===== src/design/ppbc_pkg.sv =====
// Shared types, sizes and helpers for the perceptron predictor with block commit.
// Used by ppbc_weight_bank and perceptron_predictor_block_commit_unit.
// No dependencies.
`default_nettype none

package ppbc_pkg;

   // predictor geometry
   localparam int NUM_WEIGHTS = 16;
   localparam int WEIGHT_BITS = 8;

   // fixed field widths
   localparam int BITS_W    = 16;
   localparam int GSUM_W    = 14;
   localparam int SUM_OUT_W = 14;
   localparam int THR_W     = 5;

   localparam logic [THR_W-1:0] THRESHOLD_RESET = THR_W'(10);

   // adder tree sizing
   localparam int NUM_TERMS  = 2 * NUM_WEIGHTS;
   localparam int GROUP_SIZE = 8;
   localparam int NUM_GROUPS = (NUM_TERMS + GROUP_SIZE - 1) / GROUP_SIZE;
   localparam int PART_W     = WEIGHT_BITS + 1 + $clog2(GROUP_SIZE);
   localparam int SUM_RAW_W  = WEIGHT_BITS + $clog2(NUM_TERMS + 1) + 1;
   localparam int SUM_W      = (SUM_RAW_W > SUM_OUT_W + 1) ? SUM_RAW_W : SUM_OUT_W + 1;

   typedef enum logic [1:0] {
      OP_PREDICT = 2'd0,
      OP_TRAIN   = 2'd1,
      OP_COMMIT  = 2'd2,
      OP_CLEAR   = 2'd3
   } opcode_type;

   typedef logic signed [WEIGHT_BITS-1:0] weight_type;
   typedef weight_type weight_arr_type [NUM_WEIGHTS];

   // update command from the pipeline to the weight bank
   typedef struct packed {
      logic              apply;
      opcode_type        opcode;
      logic [BITS_W-1:0] history_bits;
      logic [BITS_W-1:0] inblock_bits;
      logic              outcome;
      logic              mispredicted;
   } wb_cmd_type;

   // input bit seen by weight i; weights past the input width see a zero
   function automatic logic input_bit(input logic [BITS_W-1:0] bits, input int idx);
      logic b;
      b = 1'b0;
      if (idx < BITS_W) begin
         b = bits[idx];
      end
      return b;
   endfunction

endpackage

`default_nettype wire


===== src/design/perceptron_predictor_block_commit_unit.sv =====
// Top level of the perceptron predictor with block commit: handshake, pipeline, adder tree.
// Depends on ppbc_pkg and ppbc_weight_bank.
//
//  channel  | ports                               | role
//  ---------+-------------------------------------+----------------------------------
//  req      | req_tvalid/tready/tdata/tuser       | predict, train, commit, clear item
//  rsp      | rsp_tvalid/tready/tdata             | one result item per request item
//  csr      | csr_wr_en, csr_wr_data              | confidence threshold write
//
// One item per cycle sustained while rsp_tready stays high; each result passes the
// input register, partial-sum register and result register in order.
// Weight updates land as an item leaves the input register, so the next item
// already sees them. Reset zeroes all weights.
// Each stage advances when the stage after it is empty or moving, so bubbles
// close up while rsp_tready is low.
`default_nettype none

module perceptron_predictor_block_commit_unit (
   input  wire logic                          clock,
   input  wire logic                          reset,
   input  wire logic                          req_tvalid,
   output logic                               req_tready,
   // history_bits[15:0], inblock_bits[31:16], outcome[32], given_sum[46:33]
   input  wire logic [47:0]                   req_tdata,
   // opcode[1:0]
   input  wire logic [1:0]                    req_tuser,
   output logic                               rsp_tvalid,
   input  wire logic                          rsp_tready,
   // sum_out[13:0], taken[14], confident[15], mispredicted[16]
   output logic [23:0]                        rsp_tdata,
   input  wire logic                          csr_wr_en,
   input  wire logic [ppbc_pkg::THR_W-1:0]    csr_wr_data
);
   import ppbc_pkg::*;

   localparam logic signed [SUM_W-1:0] CLIP_MAX = SUM_W'(2**(SUM_OUT_W-1) - 1);
   localparam logic signed [SUM_W-1:0] CLIP_MIN = SUM_W'(-(2**(SUM_OUT_W-1)));

   // threshold register
   logic [THR_W-1:0] thr_ff;
   always_ff @(posedge clock) begin
      if (reset) begin
         thr_ff <= THRESHOLD_RESET;
      end else if (csr_wr_en) begin
         thr_ff <= csr_wr_data;
      end
   end

   // stage enables
   logic s0_valid_ff, s1_valid_ff, rsp_valid_ff;
   logic en0, en1, en2;
   assign en2 = !rsp_valid_ff || rsp_tready;
   assign en1 = !s1_valid_ff || en2;
   assign en0 = !s0_valid_ff || en1;
   assign req_tready = en0;

   // input register
   opcode_type        s0_op_ff;
   logic [BITS_W-1:0] s0_hist_ff, s0_blk_ff;
   logic              s0_outcome_ff, s0_gneg_ff;

   always_ff @(posedge clock) begin
      if (reset) begin
         s0_valid_ff <= 1'b0;
      end else if (en0) begin
         s0_valid_ff <= req_tvalid;
      end
   end

   always_ff @(posedge clock) begin
      if (en0 && req_tvalid) begin
         s0_op_ff      <= opcode_type'(req_tuser);
         s0_hist_ff    <= req_tdata[15:0];
         s0_blk_ff     <= req_tdata[31:16];
         s0_outcome_ff <= req_tdata[32];
         s0_gneg_ff    <= req_tdata[33 + GSUM_W - 1];
      end
   end

   // misprediction: a non-negative sum means taken
   logic s0_miss;
   assign s0_miss = (s0_op_ff == OP_TRAIN) && (s0_gneg_ff == s0_outcome_ff);

   // weight bank, updated as the item moves on
   wb_cmd_type     wb_cmd;
   weight_arr_type hist_w, blk_w;
   weight_type     bias_w;

   always_comb begin
      wb_cmd.apply        = s0_valid_ff && en1;
      wb_cmd.opcode       = s0_op_ff;
      wb_cmd.history_bits = s0_hist_ff;
      wb_cmd.inblock_bits = s0_blk_ff;
      wb_cmd.outcome      = s0_outcome_ff;
      wb_cmd.mispredicted = s0_miss;
   end

   ppbc_weight_bank u_weight_bank (
      .clock          (clock),
      .reset          (reset),
      .cmd            (wb_cmd),
      .history_weight (hist_w),
      .inblock_weight (blk_w),
      .bias_weight    (bias_w)
   );

   // signed terms and group partial sums
   logic signed [PART_W-1:0] terms [NUM_TERMS];
   logic signed [PART_W-1:0] parts [NUM_GROUPS];

   always_comb begin
      for (int i = 0; i < NUM_WEIGHTS; i++) begin
         terms[i] = input_bit(s0_hist_ff, i) ? PART_W'(hist_w[i]) : -PART_W'(hist_w[i]);
         terms[NUM_WEIGHTS + i] =
            input_bit(s0_blk_ff, i) ? PART_W'(blk_w[i]) : -PART_W'(blk_w[i]);
      end
      for (int g = 0; g < NUM_GROUPS; g++) begin
         parts[g] = '0;
         for (int j = 0; j < GROUP_SIZE; j++) begin
            if (g * GROUP_SIZE + j < NUM_TERMS) begin
               parts[g] = parts[g] + terms[g * GROUP_SIZE + j];
            end
         end
      end
   end

   // partial-sum register
   logic                     s1_predict_ff, s1_miss_ff;
   logic signed [PART_W-1:0] s1_parts_ff [NUM_GROUPS];
   weight_type               s1_bias_ff;

   always_ff @(posedge clock) begin
      if (reset) begin
         s1_valid_ff <= 1'b0;
      end else if (en1) begin
         s1_valid_ff <= s0_valid_ff;
      end
   end

   always_ff @(posedge clock) begin
      if (en1 && s0_valid_ff) begin
         s1_predict_ff <= (s0_op_ff == OP_PREDICT);
         s1_miss_ff    <= s0_miss;
         s1_parts_ff   <= parts;
         s1_bias_ff    <= bias_w;
      end
   end

   // final sum, clip and confidence
   logic signed [SUM_W-1:0] total;
   logic signed [SUM_W-1:0] clipped;
   logic [SUM_W-1:0]        mag;
   logic                    conf;

   always_comb begin
      total = SUM_W'(s1_bias_ff);
      for (int g = 0; g < NUM_GROUPS; g++) begin
         total = total + SUM_W'(s1_parts_ff[g]);
      end
      clipped = total;
      if (total > CLIP_MAX) begin
         clipped = CLIP_MAX;
      end else if (total < CLIP_MIN) begin
         clipped = CLIP_MIN;
      end
      mag  = total[SUM_W-1] ? (~total + SUM_W'(1)) : total;
      conf = (mag >= SUM_W'(thr_ff));
   end

   // result register
   logic [SUM_OUT_W-1:0] rsp_sum_ff;
   logic                 rsp_taken_ff, rsp_conf_ff, rsp_miss_ff;

   always_ff @(posedge clock) begin
      if (reset) begin
         rsp_valid_ff <= 1'b0;
      end else if (en2) begin
         rsp_valid_ff <= s1_valid_ff;
      end
   end

   always_ff @(posedge clock) begin
      if (en2 && s1_valid_ff) begin
         rsp_sum_ff   <= s1_predict_ff ? clipped[SUM_OUT_W-1:0] : '0;
         rsp_taken_ff <= s1_predict_ff && !total[SUM_W-1];
         rsp_conf_ff  <= s1_predict_ff && conf;
         rsp_miss_ff  <= s1_miss_ff;
      end
   end

   assign rsp_tvalid = rsp_valid_ff;
   assign rsp_tdata  = {7'd0, rsp_miss_ff, rsp_conf_ff, rsp_taken_ff, rsp_sum_ff};

endmodule

`default_nettype wire


===== src/design/ppbc_weight_bank.sv =====
// Live and pending perceptron weights with train, commit and clear updates.
// Depends on ppbc_pkg.
`default_nettype none

module ppbc_weight_bank (
   input  wire logic                    clock,
   input  wire logic                    reset,
   input  wire ppbc_pkg::wb_cmd_type    cmd,
   output ppbc_pkg::weight_arr_type     history_weight,
   output ppbc_pkg::weight_arr_type     inblock_weight,
   output ppbc_pkg::weight_type         bias_weight
);
   import ppbc_pkg::*;

   localparam weight_type W_PLUS  = weight_type'(1);
   localparam weight_type W_MINUS = '1;
   localparam weight_type W_MAX   = {1'b0, {(WEIGHT_BITS-1){1'b1}}};
   localparam weight_type W_MIN   = {1'b1, {(WEIGHT_BITS-1){1'b0}}};

   // saturating add at weight width
   function automatic weight_type sat_add(input weight_type a, input weight_type b);
      logic signed [WEIGHT_BITS:0] s;
      weight_type r;
      s = {a[WEIGHT_BITS-1], a} + {b[WEIGHT_BITS-1], b};
      r = s[WEIGHT_BITS-1:0];
      if (s[WEIGHT_BITS] != s[WEIGHT_BITS-1]) begin
         r = s[WEIGHT_BITS] ? W_MIN : W_MAX;
      end
      return r;
   endfunction

   weight_arr_type hist_w_ff, hist_w_in;
   weight_arr_type blk_w_ff, blk_w_in;
   weight_type     bias_ff, bias_in;
   weight_arr_type pend_hist_ff, pend_hist_in;
   weight_arr_type pend_blk_ff, pend_blk_in;
   weight_type     pend_bias_ff, pend_bias_in;

   // next weight values
   always_comb begin
      hist_w_in    = hist_w_ff;
      blk_w_in     = blk_w_ff;
      bias_in      = bias_ff;
      pend_hist_in = pend_hist_ff;
      pend_blk_in  = pend_blk_ff;
      pend_bias_in = pend_bias_ff;
      if (cmd.apply) begin
         unique case (cmd.opcode)
            OP_PREDICT: begin
            end
            OP_TRAIN: begin
               if (cmd.mispredicted) begin
                  pend_bias_in = sat_add(pend_bias_ff, cmd.outcome ? W_PLUS : W_MINUS);
                  for (int i = 0; i < NUM_WEIGHTS; i++) begin
                     pend_hist_in[i] = sat_add(pend_hist_ff[i],
                        (cmd.outcome == input_bit(cmd.history_bits, i)) ? W_PLUS : W_MINUS);
                     pend_blk_in[i] = sat_add(pend_blk_ff[i],
                        (cmd.outcome == input_bit(cmd.inblock_bits, i)) ? W_PLUS : W_MINUS);
                  end
               end
            end
            OP_COMMIT: begin
               for (int i = 0; i < NUM_WEIGHTS; i++) begin
                  hist_w_in[i]    = sat_add(hist_w_ff[i], pend_hist_ff[i]);
                  blk_w_in[i]     = sat_add(blk_w_ff[i], pend_blk_ff[i]);
                  pend_hist_in[i] = '0;
                  pend_blk_in[i]  = '0;
               end
               bias_in      = sat_add(bias_ff, pend_bias_ff);
               pend_bias_in = '0;
            end
            OP_CLEAR: begin
               for (int i = 0; i < NUM_WEIGHTS; i++) begin
                  pend_hist_in[i] = '0;
                  pend_blk_in[i]  = '0;
               end
               pend_bias_in = '0;
            end
            default: begin
            end
         endcase
      end
   end

   // weight storage
   always_ff @(posedge clock) begin
      if (reset) begin
         for (int i = 0; i < NUM_WEIGHTS; i++) begin
            hist_w_ff[i]    <= '0;
            blk_w_ff[i]     <= '0;
            pend_hist_ff[i] <= '0;
            pend_blk_ff[i]  <= '0;
         end
         bias_ff      <= '0;
         pend_bias_ff <= '0;
      end else begin
         hist_w_ff    <= hist_w_in;
         blk_w_ff     <= blk_w_in;
         bias_ff      <= bias_in;
         pend_hist_ff <= pend_hist_in;
         pend_blk_ff  <= pend_blk_in;
         pend_bias_ff <= pend_bias_in;
      end
   end

   assign history_weight = hist_w_ff;
   assign inblock_weight = blk_w_ff;
   assign bias_weight    = bias_ff;

endmodule

`default_nettype wire

===== config.mk =====
export PLATFORM = sky130hd
export DESIGN_NAME = perceptron_predictor_block_commit_unit
export DESIGN_NICKNAME = d
export VERILOG_FILES = /design/src/design/ppbc_pkg.sv /design/src/design/perceptron_predictor_block_commit_unit.sv /design/src/design/ppbc_weight_bank.sv
export SDC_FILE = /design/constraint.sdc
export NUM_CORES = 2
export LEC_CHECK = 0
export ABC_CLOCK_PERIOD_IN_PS = 6850
export BUFFER_PORTS_ARGS = -buffer_cell sky130_fd_sc_hd__buf_2
export CAP_MARGIN = 20
export CORE_MARGIN = 2
export CORE_UTILIZATION = 30
export CTS_CLUSTER_SIZE = 8
export DETAILED_ROUTE_END_ITERATION = 12
export SKIP_LAST_GASP = 1
export SLEW_MARGIN = 20
export SYNTH_ARGS = -nofsm -noshare
export SYNTH_HDL_FRONTEND = slang
export SYNTH_SLANG_ARGS = --single-unit

===== constraint.sdc =====
create_clock -name clock -period 6.85 [get_ports clock]
set_input_delay 1.0275 -clock clock [delete_from_list [all_inputs] [get_ports clock]]
set_output_delay 1.0275 -clock clock [all_outputs]
set_load 0.02 [all_outputs]

# Word level (Yosys, flattened, before mapping)
# Cells that the tools add are included.
totals:
  register_bits: 647
  input_bits: 60
  word_cells: 647
  out_inout_bits: 26
op_classes:
  eq_ne: 103
  n_reduce_logical: 19
  bitwise_logic: 2
  mux: 302
  order_cmp: 3
  add_sub_neg: 131
ops:
  columns: ["op", "n"]
  rows:
  - ["2-to-1 mux 8 bit", 166]
  - ["adder 8 x 8 -> 9 bit", 66]
  - ["one-hot mux 128 bit (2 select lines)", 2]
  - ["2-to-1 mux 12 bit", 32]
  - ["negation 8 -> 12 bit", 32]
  - ["adder 12 bit", 28]
  - ["2-to-1 mux 128 bit", 2]
  - ["2-to-1 mux 1 bit", 96]
  - ["inequality test 1 bit", 66]
  - ["equality test 1 bit", 33]
  - ["one-hot mux 8 bit (2 select lines)", 1]
  - ["adder 14 x 12 -> 15 bit", 1]
  - ["adder 15 x 12 -> 15 bit", 1]
  - ["adder 15 x 2 -> 15 bit, second input constant", 1]
  - [">= comparator 15 x 5 -> 1 bit", 1]
  - ["greater-than comparator 15 x 14 -> 1 bit, second input constant", 1]
  - ["< comparator 15 x 14 -> 1 bit, second input constant", 1]
  - ["2-to-1 mux 15 bit", 1]
  - ["inverter 15 bit", 1]
  - ["adder 13 x 12 -> 14 bit", 1]
  - ["2-to-1 mux 14 bit", 1]
  - ["adder 8 x 12 -> 13 bit", 1]
  - ["2-to-1 mux 13 bit", 1]
  - ["logical AND 1 bit", 6]
  - ["11 further kinds", 18]

# Logic depth before layout (Yosys ltp)
logic_depth:
  depth_word: 12
  mapped_depth: 26
  mapped_depth_nobuf: 25

# Hierarchy
# Synthesis repeated with hierarchy kept, for this count alone.
hier_totals:
  cells_unflattened: 6742
  area_unflattened_um2: 60938.4
modules_own_cells:
  columns: ["mod", "seq_area_each_um2", "cells_each", "area_per_inst_um2", "n_inst"]
  rows:
  - ["ppbc_weight_bank", 10570.1, 4732, 41692.5, 1]
  - ["perceptron_predictor_block_commit_unit", 3493.4, 2010, 19246.0, 1]

# Worst setup path before layout
# OpenSTA, ideal clock, no wires.
synth_path:
  kind: "input-to-reg"
  from: "input port rsp_tready"
  to: "register u_weight_bank.pend_blk_ff[127] in the netlist's numbering"
  arrival_time_ps: 5506
  slack_ps: 1217
  required_ps: 6722
  cell_stages: 7
  path_buffers: 2
  setup_time_ps: 128
  path_cell_list: "nor2b_1 a21boi_1 o21ai_1 clkbuf_1 clkbuf_1 a2bb2oi_1 nor2_1"
synth_rtl:
  columns: ["element", "line", "source"]
  rows:
  - ["start: declaration", "perceptron_predictor_block_commit_unit.sv:28", "input wire logic rsp_tready,"]
  - ["end signal: assignment", "ppbc_weight_bank.sv:101", "pend_blk_ff <= pend_blk_in;"]
  - ["end: declaration", "ppbc_weight_bank.sv:36", "weight_arr_type pend_blk_ff, pend_blk_in;"]

# Final worst setup path
layout_path:
  from: "register s1_parts_ff[9] in the netlist's numbering"
  to: "register rsp_conf_ff (data pin)"
layout_via:
  elab_chain_len: 6
layout_lines:
  columns: ["element", "line", "source"]
  rows:
  - ["start: declaration", "perceptron_predictor_block_commit_unit.sv:129", "logic signed [PART_W-1:0] s1_parts_ff [NUM_GROUPS];"]
  - ["start signal: assignment", "perceptron_predictor_block_commit_unit.sv:144", "s1_parts_ff <= parts;"]
  - ["adder 15 x 12 -> 15 bit (*)", "perceptron_predictor_block_commit_unit.sv:158", "total = total + SUM_W'(s1_parts_ff[g]);"]
  - ["inverter 15 bit", "perceptron_predictor_block_commit_unit.sv:166", "mag = total[SUM_W-1] ? (~total + SUM_W'(1)) : total;"]
  - ["adder 15 x 2 -> 15 bit", "perceptron_predictor_block_commit_unit.sv:166", null]
  - ["2-to-1 mux 15 bit (*)", "perceptron_predictor_block_commit_unit.sv:166", null]
  - [">= comparator 15 x 5 -> 1 bit (*)", "perceptron_predictor_block_commit_unit.sv:167", "conf = (mag >= SUM_W'(thr_ff));"]
  - ["logical AND 1 bit (*)", "perceptron_predictor_block_commit_unit.sv:186", "rsp_conf_ff <= s1_predict_ff && conf;"]
  - ["end signal: assignment", "perceptron_predictor_block_commit_unit.sv:186", null]
  - ["end: declaration", "perceptron_predictor_block_commit_unit.sv:172", "logic rsp_taken_ff, rsp_conf_ff, rsp_miss_ff;"]
# Every way passes the cells marked *; elsewhere a longest branch is shown, timed or not.
# A chain may end at the register's enable or synchronous reset.

==> flow_metrics.env <==
export IMPL_remaining_drc_errors=0
export IMPL_chipHeight_um=447
export IMPL_p_per_area_nw_per_um2=433
export IMPL_avgSynthCellArea_um2=8.25
export IMPL_netlist_area_leader_share=0.182
export IMPL_synth_cells=7138
export IMPL_hold_path_depth=0
export IMPL_drt_iter0_drc=2481
export IMPL_yosysUniqueCellTypes=86
export IMPL_finalSetupTns_ps=0
export IMPL_r2r_end="rsp_conf_ff"
export IMPL_hold_end="rsp_miss_ff"
export IMPL_core_um2=195000
export IMPL_port_buffers=64
export IMPL_ys_warn_count=0
export IMPL_path_clk_slew_ps=60
export IMPL_grt_pass1_wl_um=244000
export IMPL_status="completed"
export IMPL_async_flop_share=0
export IMPL_hp_class="reg2reg"
export IMPL_clockBufferDepth=3
export IMPL_p_leak_uw=0.0279
export IMPL_postCtsHoldBufs=0
export IMPL_areaGrowthSynthToFinish_pct=9.63
export IMPL_cts_tree="built"
export IMPL_cp_data_arrival_time_ps=6550
export IMPL_ys_flop_type="dfxtp_1"
export IMPL_nets=8148
export IMPL_drive_gt1_frac=0.0358
export IMPL_critical_path_class="reg2reg"
export IMPL_post_synth_top_count_cell="a21oi_1"
export IMPL_ant_nets=0
export IMPL_synth_area_um2=58900
export IMPL_yosys_top_cells_count="a21oi_1, inv_1, o21ai_0, ha_1, nor2_1"
export IMPL_numCtsBuffers=94
export IMPL_slew_violations=0
export IMPL_globalRouteTotalUtil=0.147
export IMPL_gp_congestion=0.851
export IMPL_clock_sinks=647
export IMPL_vias=48043
export IMPL_crit_path_max_fanout=9
export IMPL_clock_skew_final_ps=33.6
export IMPL_post_route_period_util=0.891
export IMPL_dp_hpwl_um=109000
export IMPL_die_w_um=447
export IMPL_setup_viol=0
export IMPL_synth_seq_area_share=0.239
export IMPL_initial_core_util=0.302
export IMPL_maxCapViolCount=0
export IMPL_period_needed_ps=6110
export IMPL_synth_edf_count=111
export IMPL_vias_per_cell=4.92
export IMPL_ir_drop_uv=1180
export IMPL_die_area_um2=200000
export IMPL_yosys_area_top_type="dfxtp_1"
export IMPL_cts_root_buf="clkbuf_16"
export IMPL_cts_resized=0
export IMPL_reg2regPathDepth=24
export IMPL_endpoint_kind="flip-flop"
export IMPL_gr_total_overflow=0
export IMPL_min_from="s1_miss_ff"
export IMPL_max_slew_margin_rel=0.279
export IMPL_rows=162
export IMPL_cts_setup_buffers=0
export IMPL_antenna_found_initial=5
export IMPL_tightestPinTransition_ps=1080
export IMPL_start_kind="flip-flop"
export IMPL_grt_pass1_vias=47718
export IMPL_ys_ff_latch=647
export IMPL_worstPathRequired_ps=7290
export IMPL_rrSetupSlack_ps=740
export IMPL_reg2reg_from="s1_parts_ff[9]"
export IMPL_max_freq_ghz=0.164
export IMPL_rsz0062_at_grt="false"
export IMPL_finalHoldViolCount=0
export IMPL_dr_pass1_iters=5
export IMPL_num_io_pins=86
export IMPL_worst_slack_ps=744
export IMPL_drt_wl_total_um=148000
export IMPL_h_tree_depth=3
export IMPL_insertion_delay_ps=710
export IMPL_grt_max_degree=183
export IMPL_pre_cts_ws_ps=808
export IMPL_netlist_top_cells_area="dfxtp_1, ha_1, fa_1"
export IMPL_wl_per_cell_um=15.2
## final cells by class
type                       count  area (um^2)
fill                       20211       130000
sequential                   647        14100
clock buffer                 142         2620
antenna                        6         15.0
inverter                     875         3280
multi-input combinational   5376        40700
tap                         2624         3280
timing repair buffer          81          533
clock inverter                 9          140
## through the flow
step | util | hold WS [ps] | instance area, um^2 | power (uW) | std cells
after floorplan | - | 400 | 58900 | 19100 | 7144
after global placement | 0.317 | 407 | 61800 | 23300 | 9603
after detailed placement | 0.317 | 410 | 61800 | 23500 | 9603
after CTS | 0.331 | 424 | 64600 | 28300 | 9754
after global routing | 0.331 | 441 | 64600 | 30300 | 9756
final | 0.331 | 421 | 64600 | 28000 | 9760
## power breakdown
group          total [uW]  switching [uW]  internal (uW)
Clock                4530            1890           2640
Combinational       18400           11200           7150
Sequential           5080             339           4740
Total               28000           13500          14500
## kinds of logic (layout without fill, tap and decap cells)
group | count (synthesis) | in the layout | synth area share
compound gates | 2313 | 2313 | 0.223
flops | 647 | 647 | 0.239
buf+inv | 1121 | 1107 | 0.0726
mux | 54 | 54 | 0.00979
fa+ha+maj | 1016 | 1016 | 0.261
other cells | 1 | 13 | 0.0000636
simple gates | 1344 | 1344 | 0.0992
xor+xnor | 642 | 642 | 0.0959
## per-layer routing
| metal | track usage | share of wire | vias to the layer above |
|---|---|---|---|
| li1 | - | - | 24307 |
| met1 | 0.185 | 0.45 | 22869 |
| met2 | 0.261 | 0.49 | 678 |
| met3 | 0.0144 | 0.031 | 189 |
| met4 | 0.0510 | 0.028 | 0 |
| met5 | 0 | 0 | - |
## registers in the layout, indices dropped and copies added, names as in the netlist, 14 cells and up
register	flops
u_weight_bank.history_weight	128
u_weight_bank.inblock_weight	128
u_weight_bank.pend_blk_ff	128
u_weight_bank.pend_hist_ff	128
s1_parts_ff	48
s0_blk_ff	16
s0_hist_ff	16
rsp_sum_ff	14
## placed cells by master, fill, tap and decap left out, types with 42 or more instances in the layout
| cell | count |
|---|---|
| inv_1 | 874 |
| fa_1 | 356 |
| edfxtp_1 | 111 |
| xor2_1 | 179 |
| ha_1 | 657 |
| nor2_1 | 602 |
| clkbuf_16 | 96 |
| xnor2_1 | 460 |
| nand2_1 | 433 |
| a211oi_1 | 182 |
| dfxtp_1 | 536 |
| nor3_1 | 62 |
| clkbuf_1 | 42 |
| a21o_1 | 85 |
| o21ai_0 | 786 |
| a31oi_1 | 54 |
| a21oi_1 | 944 |
| buf_2 | 63 |
| a21boi_0 | 66 |
| nor2b_1 | 111 |
| a221oi_1 | 86 |
## worst max-delay path by stage
stage	start	to	slack, ps	depth (start not counted)
5_1_grt	s1_parts_ff[9]	rsp_conf_ff	380	24
6_report	s1_parts_ff[9]	rsp_conf_ff	740	24
3_5_place_dp	s1_parts_ff[9]	rsp_conf_ff	810	24
4_1_cts	s1_parts_ff[9]	rsp_conf_ff	770	24
3_3_place_gp	s1_parts_ff[9]	rsp_conf_ff	840	24
2_1_floorplan	rsp_tready	u_weight_bank.pend_blk_ff[127]	1220	7
## worst max-delay path, stage by stage, from the launching register on
cell and delay [ps]:
edfxtp_1 320, inv_1 50, fa_1 520, inv_1 50
fa_1 490, inv_1 50, fa_1 490, inv_1 40
ha_1 450, a21oi_2 130, o31ai_1 370, a21oi_1 220
o21ai_1 170, a21oi_2 100, xnor2_2 410, inv_2 130
or2_2 320, xor2_1 140, ha_1 290, a21o_1 160
a21oi_1 120, o311ai_0 160, and4b_1 310, a21oi_1 50
o31a_1 300
Power figures use the tool's default switching activity.
